## src/design/ksd_pkg.sv

```systemverilog
// ----------------------------------------------------------------------------
// ksd_pkg: shared types and constants of the keypad scan debouncer
// Command/status bundles between controller and datapath, result codes and
// field widths.
// ----------------------------------------------------------------------------
`default_nettype none

package ksd_pkg;

    localparam int SAMPLE_W = 12;   // column_samples field
    localparam int KEY_W    = 4;    // key_number field
    localparam int WIN_W    = 4;    // window_length register
    localparam int STATE_W  = 2;    // key_state field

    // key_state codes
    localparam logic [STATE_W-1:0] KS_OFF       = 2'd0;
    localparam logic [STATE_W-1:0] KS_ON        = 2'd1;
    localparam logic [STATE_W-1:0] KS_TRANSIENT = 2'd2;
    localparam logic [STATE_W-1:0] KS_INVALID   = 2'd3;

    // func codes
    localparam logic FUNC_TICK  = 1'b0;
    localparam logic FUNC_QUERY = 1'b1;

    // register word index (paddr[2])
    localparam logic REG_WINDOW = 1'b0;

    localparam logic [WIN_W-1:0] WINDOW_RESET = 4'd5;

    typedef struct packed {
        logic tick_write;   // store samples, advance pointer
        logic start_query;  // latch key, load walk index and count
        logic issue;        // read one history entry, step index back
        logic load_out;     // move result into output register
    } t_ksd_cmd;

    typedef struct packed {
        logic key_ok;       // key_number on the input is in range
        logic last_read;    // one read left in the walk
        logic out_free;     // output register can take a word
    } t_ksd_sts;

endpackage

`default_nettype wire

```

## src/design/ksd_ctrl.sv

```systemverilog
// ----------------------------------------------------------------------------
// ksd_ctrl: sequencer of the keypad scan debouncer
// Accepts words in idle, walks the history for queries and hands the result
// to the output register.
// ----------------------------------------------------------------------------
`default_nettype none

module ksd_ctrl (
    input  wire              i_clk,
    input  wire              i_rst_n,
    input  wire              i_s_valid,
    input  wire              i_func,
    output logic             o_s_ready,
    input  ksd_pkg::t_ksd_sts i_sts,
    output ksd_pkg::t_ksd_cmd o_cmd
);
    import ksd_pkg::*;

    localparam logic [1:0] ST_IDLE   = 2'd0;
    localparam logic [1:0] ST_WALK   = 2'd1;
    localparam logic [1:0] ST_DRAIN  = 2'd2;
    localparam logic [1:0] ST_FINISH = 2'd3;

    logic [1:0] r_state;
    logic [1:0] n_state;
    logic       accept;

    assign o_s_ready = (r_state == ST_IDLE);
    assign accept    = i_s_valid && o_s_ready;

    always_comb begin
        n_state           = r_state;
        o_cmd             = '0;
        o_cmd.tick_write  = accept && (i_func == FUNC_TICK);
        o_cmd.start_query = accept && (i_func == FUNC_QUERY);
        unique case (r_state)
            ST_IDLE: begin
                if (o_cmd.start_query) begin
                    n_state = i_sts.key_ok ? ST_WALK : ST_FINISH;
                end
            end
            ST_WALK: begin
                o_cmd.issue = 1'b1;
                if (i_sts.last_read) begin
                    n_state = ST_DRAIN;
                end
            end
            ST_DRAIN: begin
                n_state = ST_FINISH;   // last read data lands this cycle
            end
            ST_FINISH: begin
                if (i_sts.out_free) begin
                    o_cmd.load_out = 1'b1;
                    n_state        = ST_IDLE;
                end
            end
            default: begin
                n_state = ST_IDLE;
            end
        endcase
    end

    always_ff @(posedge i_clk) begin
        if (!i_rst_n) begin
            r_state <= ST_IDLE;
        end else begin
            r_state <= n_state;
        end
    end

endmodule

`default_nettype wire

```

## src/design/ksd_dpath.sv

```systemverilog
// ----------------------------------------------------------------------------
// ksd_dpath: datapath of the keypad scan debouncer
// Sample history memory with per-entry valid bits, ring pointer, walk index,
// agreement flags and output register.
// ----------------------------------------------------------------------------
`default_nettype none

module ksd_dpath #(
    parameter int HISTORY_DEPTH = 10,
    parameter int ROW_COUNT     = 4,
    parameter int COLUMN_COUNT  = 3
) (
    input  wire                          i_clk,
    input  wire                          i_rst_n,
    input  ksd_pkg::t_ksd_cmd            i_cmd,
    output ksd_pkg::t_ksd_sts            o_sts,
    input  wire [ksd_pkg::SAMPLE_W-1:0]  i_samples,
    input  wire [ksd_pkg::KEY_W-1:0]     i_key,
    input  wire [ksd_pkg::WIN_W-1:0]     i_window,
    output logic                         o_out_valid,
    input  wire                          i_out_ready,
    output logic [ksd_pkg::STATE_W-1:0]  o_key_state
);
    import ksd_pkg::*;

    localparam int KEY_COUNT = ROW_COUNT * COLUMN_COUNT;
    localparam int PTR_W     = $clog2(HISTORY_DEPTH);
    localparam int BIT_W     = (KEY_COUNT > 1) ? $clog2(KEY_COUNT) : 1;
    localparam int KEY_SPAN  = 1 << KEY_W;

    // history store
    logic [KEY_COUNT-1:0]     mem [HISTORY_DEPTH];
    logic [HISTORY_DEPTH-1:0] r_valid;
    logic [KEY_COUNT-1:0]     r_rd_data;
    logic                     r_rd_vld;
    logic                     r_rd_pend;

    logic [PTR_W-1:0] r_wp;
    logic [PTR_W-1:0] n_wp;
    logic [PTR_W-1:0] r_idx;
    logic [WIN_W-1:0] r_remain;
    logic [WIN_W-1:0] win;
    logic [BIT_W-1:0] r_bit;
    logic             r_key_ok;
    logic             r_seen_rel;
    logic             r_seen_prs;
    logic             sample_bit;
    logic             key_ok;
    logic [KEY_W-1:0] key_m1;
    logic [63:0]      samp_ext;
    logic [STATE_W-1:0] result;

    // key number minus one -> bit position in a stored word
    logic [BIT_W-1:0] bit_tbl [KEY_SPAN];
    for (genvar k = 0; k < KEY_SPAN; k++) begin : g_map
        localparam int B = (k < KEY_COUNT) ?
            ((ROW_COUNT - 1 - k / COLUMN_COUNT) * COLUMN_COUNT + k % COLUMN_COUNT) : 0;
        assign bit_tbl[k] = BIT_W'(B);
    end

    assign key_m1   = i_key - KEY_W'(1);
    assign key_ok   = (i_key != '0) && (32'(i_key) <= KEY_COUNT);
    assign samp_ext = 64'(i_samples);

    // window clamp to 1..depth
    always_comb begin
        priority if (i_window == '0) begin
            win = WIN_W'(1);
        end else if (32'(i_window) > HISTORY_DEPTH) begin
            win = WIN_W'(HISTORY_DEPTH);
        end else begin
            win = i_window;
        end
    end

    assign n_wp = (r_wp == PTR_W'(HISTORY_DEPTH - 1)) ? '0 : r_wp + PTR_W'(1);

    always_ff @(posedge i_clk) begin
        if (i_cmd.tick_write) begin
            mem[n_wp] <= samp_ext[KEY_COUNT-1:0];
        end
        r_rd_data <= mem[r_idx];
    end

    always_ff @(posedge i_clk) begin
        if (!i_rst_n) begin
            r_valid   <= '0;
            r_wp      <= '0;
            r_rd_pend <= 1'b0;
        end else begin
            r_rd_pend <= i_cmd.issue;
            if (i_cmd.tick_write) begin
                r_wp          <= n_wp;
                r_valid[n_wp] <= 1'b1;
            end
        end
    end

    // unwritten entries read as released
    assign sample_bit = r_rd_vld ? r_rd_data[r_bit] : 1'b1;

    always_ff @(posedge i_clk) begin
        r_rd_vld <= r_valid[r_idx];
        if (i_cmd.start_query) begin
            r_idx      <= r_wp;
            r_remain   <= win;
            r_bit      <= bit_tbl[key_m1];
            r_key_ok   <= key_ok;
            r_seen_rel <= 1'b0;
            r_seen_prs <= 1'b0;
        end else begin
            if (i_cmd.issue) begin
                r_idx    <= (r_idx == '0) ? PTR_W'(HISTORY_DEPTH - 1) : r_idx - PTR_W'(1);
                r_remain <= r_remain - WIN_W'(1);
            end
            if (r_rd_pend) begin
                if (sample_bit) begin
                    r_seen_rel <= 1'b1;
                end else begin
                    r_seen_prs <= 1'b1;
                end
            end
        end
    end

    always_comb begin
        priority if (!r_key_ok) begin
            result = KS_INVALID;
        end else if (!r_seen_prs) begin
            result = KS_OFF;
        end else if (!r_seen_rel) begin
            result = KS_ON;
        end else begin
            result = KS_TRANSIENT;
        end
    end

    // output register
    always_ff @(posedge i_clk) begin
        if (!i_rst_n) begin
            o_out_valid <= 1'b0;
        end else if (i_cmd.load_out) begin
            o_out_valid <= 1'b1;
        end else if (i_out_ready) begin
            o_out_valid <= 1'b0;
        end
    end

    always_ff @(posedge i_clk) begin
        if (i_cmd.load_out) begin
            o_key_state <= result;
        end
    end

    assign o_sts.key_ok    = key_ok;
    assign o_sts.last_read = (r_remain == WIN_W'(1));
    assign o_sts.out_free  = !o_out_valid || i_out_ready;

endmodule

`default_nettype wire

```

## src/design/keypad_scan_debounce_core.sv

```systemverilog
// ----------------------------------------------------------------------------
// keypad_scan_debounce_core: key matrix debouncer, top level
// Stores scan snapshots in a ring history and answers per-key state queries.
// ----------------------------------------------------------------------------
// Two word kinds arrive on the slave stream, told apart by s_axis_tuser.
// A scan tick (tuser 0) stores the twelve active-low column samples in the
// next slot of a HISTORY_DEPTH-deep ring and gives no output word. A query
// (tuser 1) names key 1..ROW_COUNT*COLUMN_COUNT and is answered on the
// master stream with off, on, transient or invalid. A valid query walks the
// newest window_length entries (clamped to 1..HISTORY_DEPTH) through the
// single read port of the history memory, one entry per cycle, then a drain
// state takes the last read data and a finish state loads the result into
// the output register; no new word is taken until the result is loaded. An
// out-of-range key skips the walk and goes straight to the finish state.
// A result still waiting in the output register holds the sequencer in its
// last state until the master side takes it. The slave side is ready
// whenever the sequencer is idle, also while a result waits in the output
// register. After reset every history slot reads as released, by per-slot
// valid bits. window_length sits at APB byte address 0, reset value 5.
// ----------------------------------------------------------------------------
`default_nettype none

module keypad_scan_debounce_core #(
    parameter int HISTORY_DEPTH = 10,
    parameter int ROW_COUNT     = 4,
    parameter int COLUMN_COUNT  = 3
) (
    input  wire         i_clk,
    input  wire         i_rst_n,
    // slave stream
    input  wire         s_axis_tvalid,
    output logic        s_axis_tready,
    input  wire [15:0]  s_axis_tdata,   // [11:0] column_samples, [15:12] key_number
    input  wire         s_axis_tuser,   // [0] func
    // master stream
    output logic        m_axis_tvalid,
    input  wire         m_axis_tready,
    output logic [7:0]  m_axis_tdata,   // [1:0] key_state, [7:2] zero
    // APB register port
    input  wire         psel,
    input  wire         penable,
    input  wire         pwrite,
    input  wire [2:0]   paddr,
    input  wire [31:0]  pwdata,
    output logic [31:0] prdata,
    output logic        pready
);
    import ksd_pkg::*;

    t_ksd_cmd           cmd;
    t_ksd_sts           sts;
    logic [WIN_W-1:0]   r_window;
    logic [STATE_W-1:0] key_state;

    // ---- register port: word index is paddr[2], low bits ignored
    assign pready = 1'b1;
    assign prdata = (paddr[2] == REG_WINDOW) ? 32'(r_window) : '0;

    always_ff @(posedge i_clk) begin
        if (!i_rst_n) begin
            r_window <= WINDOW_RESET;
        end else if (psel && penable && pwrite && pready && (paddr[2] == REG_WINDOW)) begin
            r_window <= pwdata[WIN_W-1:0];
        end
    end

    // ---- sequencer
    ksd_ctrl u_ctrl (
        .i_clk     (i_clk),
        .i_rst_n   (i_rst_n),
        .i_s_valid (s_axis_tvalid),
        .i_func    (s_axis_tuser),
        .o_s_ready (s_axis_tready),
        .i_sts     (sts),
        .o_cmd     (cmd)
    );

    // ---- history, walk and output register
    ksd_dpath #(
        .HISTORY_DEPTH (HISTORY_DEPTH),
        .ROW_COUNT     (ROW_COUNT),
        .COLUMN_COUNT  (COLUMN_COUNT)
    ) u_dpath (
        .i_clk       (i_clk),
        .i_rst_n     (i_rst_n),
        .i_cmd       (cmd),
        .o_sts       (sts),
        .i_samples   (s_axis_tdata[SAMPLE_W-1:0]),
        .i_key       (s_axis_tdata[SAMPLE_W+KEY_W-1:SAMPLE_W]),
        .i_window    (r_window),
        .o_out_valid (m_axis_tvalid),
        .i_out_ready (m_axis_tready),
        .o_key_state (key_state)
    );

    assign m_axis_tdata = 8'(key_state);

`ifndef SYNTHESIS
    // a scan tick never produces an output word
    a_tick_silent: assert property (@(posedge i_clk) disable iff (!i_rst_n)
        (s_axis_tvalid && s_axis_tready && (s_axis_tuser == FUNC_TICK) && !m_axis_tvalid)
        |=> !m_axis_tvalid)
        else $error("scan tick produced an output word");

    // out-of-range key: invalid word loaded at the edge after acceptance
    a_invalid_key: assert property (@(posedge i_clk) disable iff (!i_rst_n)
        (s_axis_tvalid && s_axis_tready && (s_axis_tuser == FUNC_QUERY) && !m_axis_tvalid
         && ((s_axis_tdata[15:12] == '0)
             || (32'(s_axis_tdata[15:12]) > ROW_COUNT * COLUMN_COUNT)))
        |=> ##1 (m_axis_tvalid && (m_axis_tdata[1:0] == KS_INVALID)))
        else $error("invalid key not answered as invalid");

    // sequencer busy means no new word accepted
    a_busy_blocks: assert property (@(posedge i_clk) disable iff (!i_rst_n)
        (s_axis_tvalid && s_axis_tready && (s_axis_tuser == FUNC_QUERY)) |=> !s_axis_tready)
        else $error("word accepted while a query is in flight");
`endif

endmodule

`default_nettype wire

```

## config.mk

```make
export PLATFORM = sky130hd
export DESIGN_NAME = keypad_scan_debounce_core
export DESIGN_NICKNAME = d
export VERILOG_FILES = /design/src/design/ksd_pkg.sv /design/src/design/ksd_ctrl.sv /design/src/design/ksd_dpath.sv /design/src/design/keypad_scan_debounce_core.sv
export SDC_FILE = /design/constraint.sdc
export NUM_CORES = 1
export LEC_CHECK = 0
export BUFFER_PORTS_ARGS = -buffer_cell sky130_fd_sc_hd__buf_2
export CAP_MARGIN = 20
export CORE_ASPECT_RATIO = 0.7
export CORE_MARGIN = 2
export CORE_UTILIZATION = 35
export DETAILED_ROUTE_END_ITERATION = 10
export GPL_TIMING_DRIVEN = 0
export REMOVE_ABC_BUFFERS = 1
export SLEW_MARGIN = 15
export SYNTH_ARGS = -nofsm -noshare
export SYNTH_HDL_FRONTEND = slang
export SYNTH_SLANG_ARGS = --single-unit
export TNS_END_PERCENT = 5
```

## constraint.sdc

```tcl
create_clock -name i_clk -period 3.18 [get_ports i_clk]
set_input_delay 0.477 -clock i_clk [delete_from_list [all_inputs] [get_ports i_clk]]
set_output_delay 0.477 -clock i_clk [all_outputs]
set_load 0.01 [all_outputs]
```

==> metrics.csv <==
stage,metric,value,unit
placed_design,port buffer count,36,
routing,DRC errors left,0,
power_and_ir_drop,Leakage,2.95,nW
timing,Final Max Slew Viols,0,
critical_path,Worst path slowest cell,a222oi_1,
synth,Yosys cell types,45,
finish,# nets final,578,
critical_path,crit-path leading delay family,compound AO/OA/AOI/OAI gates,
timing,relative slew slack,37.8,%
power_and_ir_drop,switch share,28.2,%
cts,CTS tree,done,
worst_hold_path,worst hold-check path type,in2reg,
synth,post-synthesis xor/xnor area fraction,0.733,%
flow_run,Max Cap Viol,0,
timing,Slew @ Worst Pin,933,ps
placed_design,HPWL Detailed,9100,µm
synth,Synth Area in Compound Gates,6.44,%
finish,Reg area,4790,µm²
critical_path,WS Path Type,reg2reg,
cts,clock slew at reported path FFs,70,ps
synth,"top cells by area, synth","edfxtp_1 (57%), dfxtp_1 (10%), mux4_2 (8.8%)",
finish,number of fill cells,1774,
worst_hold_path,HP Start,pwdata[2],
power_and_ir_drop,Peak VDD IR,0.434,mV
routing,WL final,13300,µm
power_and_ir_drop,net switching power,1.83,mW
grt,pin count of the biggest net entering global routing,30,
synth,Simple-Gate Fraction of Synth Area,6.23,%
finish,layout cells sized above 1,23.7,%
cts,CTS Buffer Depth,2,
timing,final period utilization,84.2,%
finish,# diodes,0,
synth,Avg Inst Size Synth,15.5,µm²
cts,Clock Latency Late Sink,420,ps
grt,initial antenna violation count,0,
timing,endpoints failing hold,0,
grt,gr usage total,12.8,%
floorplan,# IOs,102,
power_and_ir_drop,register share of total power,44.4,%
critical_path,Critical Path Max Stage Delay,780,ps
synth,share of synthesized registers carrying an async set or reset,0,%
timing,final setup vio count,0,
floorplan,Starting Density,35.9,%
floorplan,area of the core,20000,µm²
timing,unrepaired setup endpoints after global routing,no,
finish,non-filler instance count after layout,794,
power_and_ir_drop,pwr dens,782,nW/µm²
synth,Yosys warning total,0,
critical_path,crit path from,u_ctrl.r_state[0]$_SDFFE_PN0P_,
power_and_ir_drop,Comb pwr share,23.8,%
routing,Initial DRC Count,344,
cts,H-Tree Level Count,4,
grt,total global routing overflow,0,
routing,DR vias/cell,4.75,
timing,worst hold margin,262,ps
routing,DRT antenna net count,0,
routing,wire per inst,16.8,µm
placed_design,placed cell area,7690,µm²
placed_design,DP Cell Count,761,
grt,via count of the first global-routing pass,3667,
floorplan,height of the die,124,µm
finish,design area,8300,µm²
critical_path,CP bufs+invs,1,
synth,"count leader, synth",edfxtp_1,
critical_path,CP Capture Type,register,
synth,"Top FF cell, synth",edfxtp_1,
synth,Mapped Cells,463,
floorplan,Die X,175,µm
synth,multiplexer area fraction after synthesis,12.2,%
synth,largest area contributor in the netlist,edfxtp_1,
synth,Post-Synth Adder-Cell Area,1.54,%
critical_path,reg2reg start,u_ctrl.r_state[0]$_SDFFE_PN0P_,
synth,Yosys reg bits,172,
power_and_ir_drop,clock power share,31.8,%
routing,vias,3775,
synth,Post-synth EDFFs,135,
synth,top post-synthesis cells by count,"edfxtp_1 (135), buf_4 (37), dfxtp_1 (37)",
routing,Pre-Repair DR Iteration Count,4,
cts,post-CTS setup buffer count,0,
timing,skew final,11.0,ps
timing,Fin Setup TNS,0,ps
cts,CTS Hold Bufs,0,
cts,post-cts sizing count,0,
synth,largest family of logic cells by synthesized area,multiplexers,
critical_path,crit-path max FO,22,
placed_design,RD Place Congestion,0.719,
timing,maximum clock frequency,373,MHz
critical_path,crit start category,register,
cts,CTS Sinks,172,
cts,total CTS buffers,17,
power_and_ir_drop,Pint,4.66,mW
critical_path,CP cell instances,inv_1 > ha_1 > nand3_1 > a222oi_1 > mux2i_1 > nor2b_1,
grt,first-pass GRT wire length,20300,µm
run_status,outcome,completed,
synth,sequential area share after synthesis,66.9,%
synth,Post-Syn Area,7170,µm²
synth,Synth top area share,56.6,%
timing,Period minus WS final,2680,ps
finish,footprint of the multi-input gates,2110,µm²
finish,area growth from synthesis to layout,15.8,%
floorplan,# rows,43,
critical_path,worst path required time,3490,ps
floorplan,die area,21700,µm²
cts,CTS root buffer,clkbuf_16,
critical_path,"Arr. time, crit path",2980,ps
-- area by class of cell --
type	count	area share, %
sequential	172	57.8
multi-input combinational	255	25.5
clock buffer	18	5.29
timing repair buffer	54	4.99
tap	270	4.07
clock inverter	14	1.91
inverter	11	0.498
-- cell families (layout without fill, tap and decap cells) --
group | count (synthesis) | in the layout
AO/OA/AOI/OAI | 72 | 72
XOR/XNOR | 6 | 6
adder cells (fa/ha/maj) | 9 | 9
buffers and inverters | 69 | 97
flip-flops | 172 | 172
multiplexers | 52 | 52
other | 2 | 35
AND/OR/NAND/NOR | 81 | 81
-- power groups by stage --
stage	registers [mW]	clock network [mW]	logic, mW
after floorplan	3.01	0	0.879
after global placement	3.18	0	1.10
after detailed placement	2.98	0	1.49
after CTS	2.93	2.11	1.50
after global routing	2.91	2.21	1.69
final	2.88	2.07	1.54
-- worst reg2reg max path, delay by kind of cell (launching register included) --
kind                       cells  cell delay [ps]
and+or+nand+nor                2              710
adders and majority gates      1              300
muxes                          1              310
AOI/OAI and AO/OA              1              780
DFF                            1              340
buffers and inverters          1              120
-- registers in the layout, summed over array words and instances (netlist names) --
name / count
u_dpath.r_idx: 4
u_dpath.r_seen_prs: 1
u_dpath.r_rd_data: 12
u_dpath.r_bit: 4
u_dpath.mem: 120
u_dpath.r_seen_rel: 1
u_dpath.o_out_valid: 1
u_dpath.r_valid: 10
u_dpath.o_key_state: 2
u_dpath.r_wp: 4
r_window: 4
u_dpath.r_key_ok: 1
u_dpath.r_rd_vld: 1
u_dpath.r_remain: 4
u_ctrl.r_state: 2
u_dpath.r_rd_pend: 1
-- path summary, 6_finish.rpt --
path	slack, ps	to	depth (start not counted)
max	500	u_ctrl.r_state[1]$_SDFFE_PN0P_	6
min	260	r_window[2]$_SDFFE_PN1P_	3
max reg2reg	500	u_ctrl.r_state[1]$_SDFFE_PN0P_	6
min reg2reg	470	u_dpath.r_valid[6]$_SDFFE_PN0P_	1
-- placed cells by master, fill, tap and decap left out, types with 9 or more instances in the layout --
cell,Yosys,final
edfxtp_1,135,135
mux2i_1,23,23
buf_2,4,38
clkbuf_16,0,17
nor2b_1,23,23
o21a_1,11,11
inv_1,11,11
dfxtp_1,37,37
nor2_1,20,17
mux4_2,28,28
o21ai_0,9,9
conb_1,2,35
a21oi_1,23,23
a211oi_1,14,14
-- metrics by stage --
stage / power [mW] / setup WS [ps] / utilization (%)
after floorplan: 3.89 / 327 / -
after global placement: 4.28 / -981 / 37.2
after detailed placement: 4.47 / 503 / 38.5
after CTS: 6.54 / 490 / 41.5
after global routing: 6.82 / 363 / 41.6
final: 6.49 / 501 / 41.6
-- routing by layer --
layer	global-route usage, %	routed length [µm]
met1	16.6	6240
met2	20.7	6300
met3	3.94	629
met4	4.22	153
met5	0	0
Power figures use the tool's default switching activity.
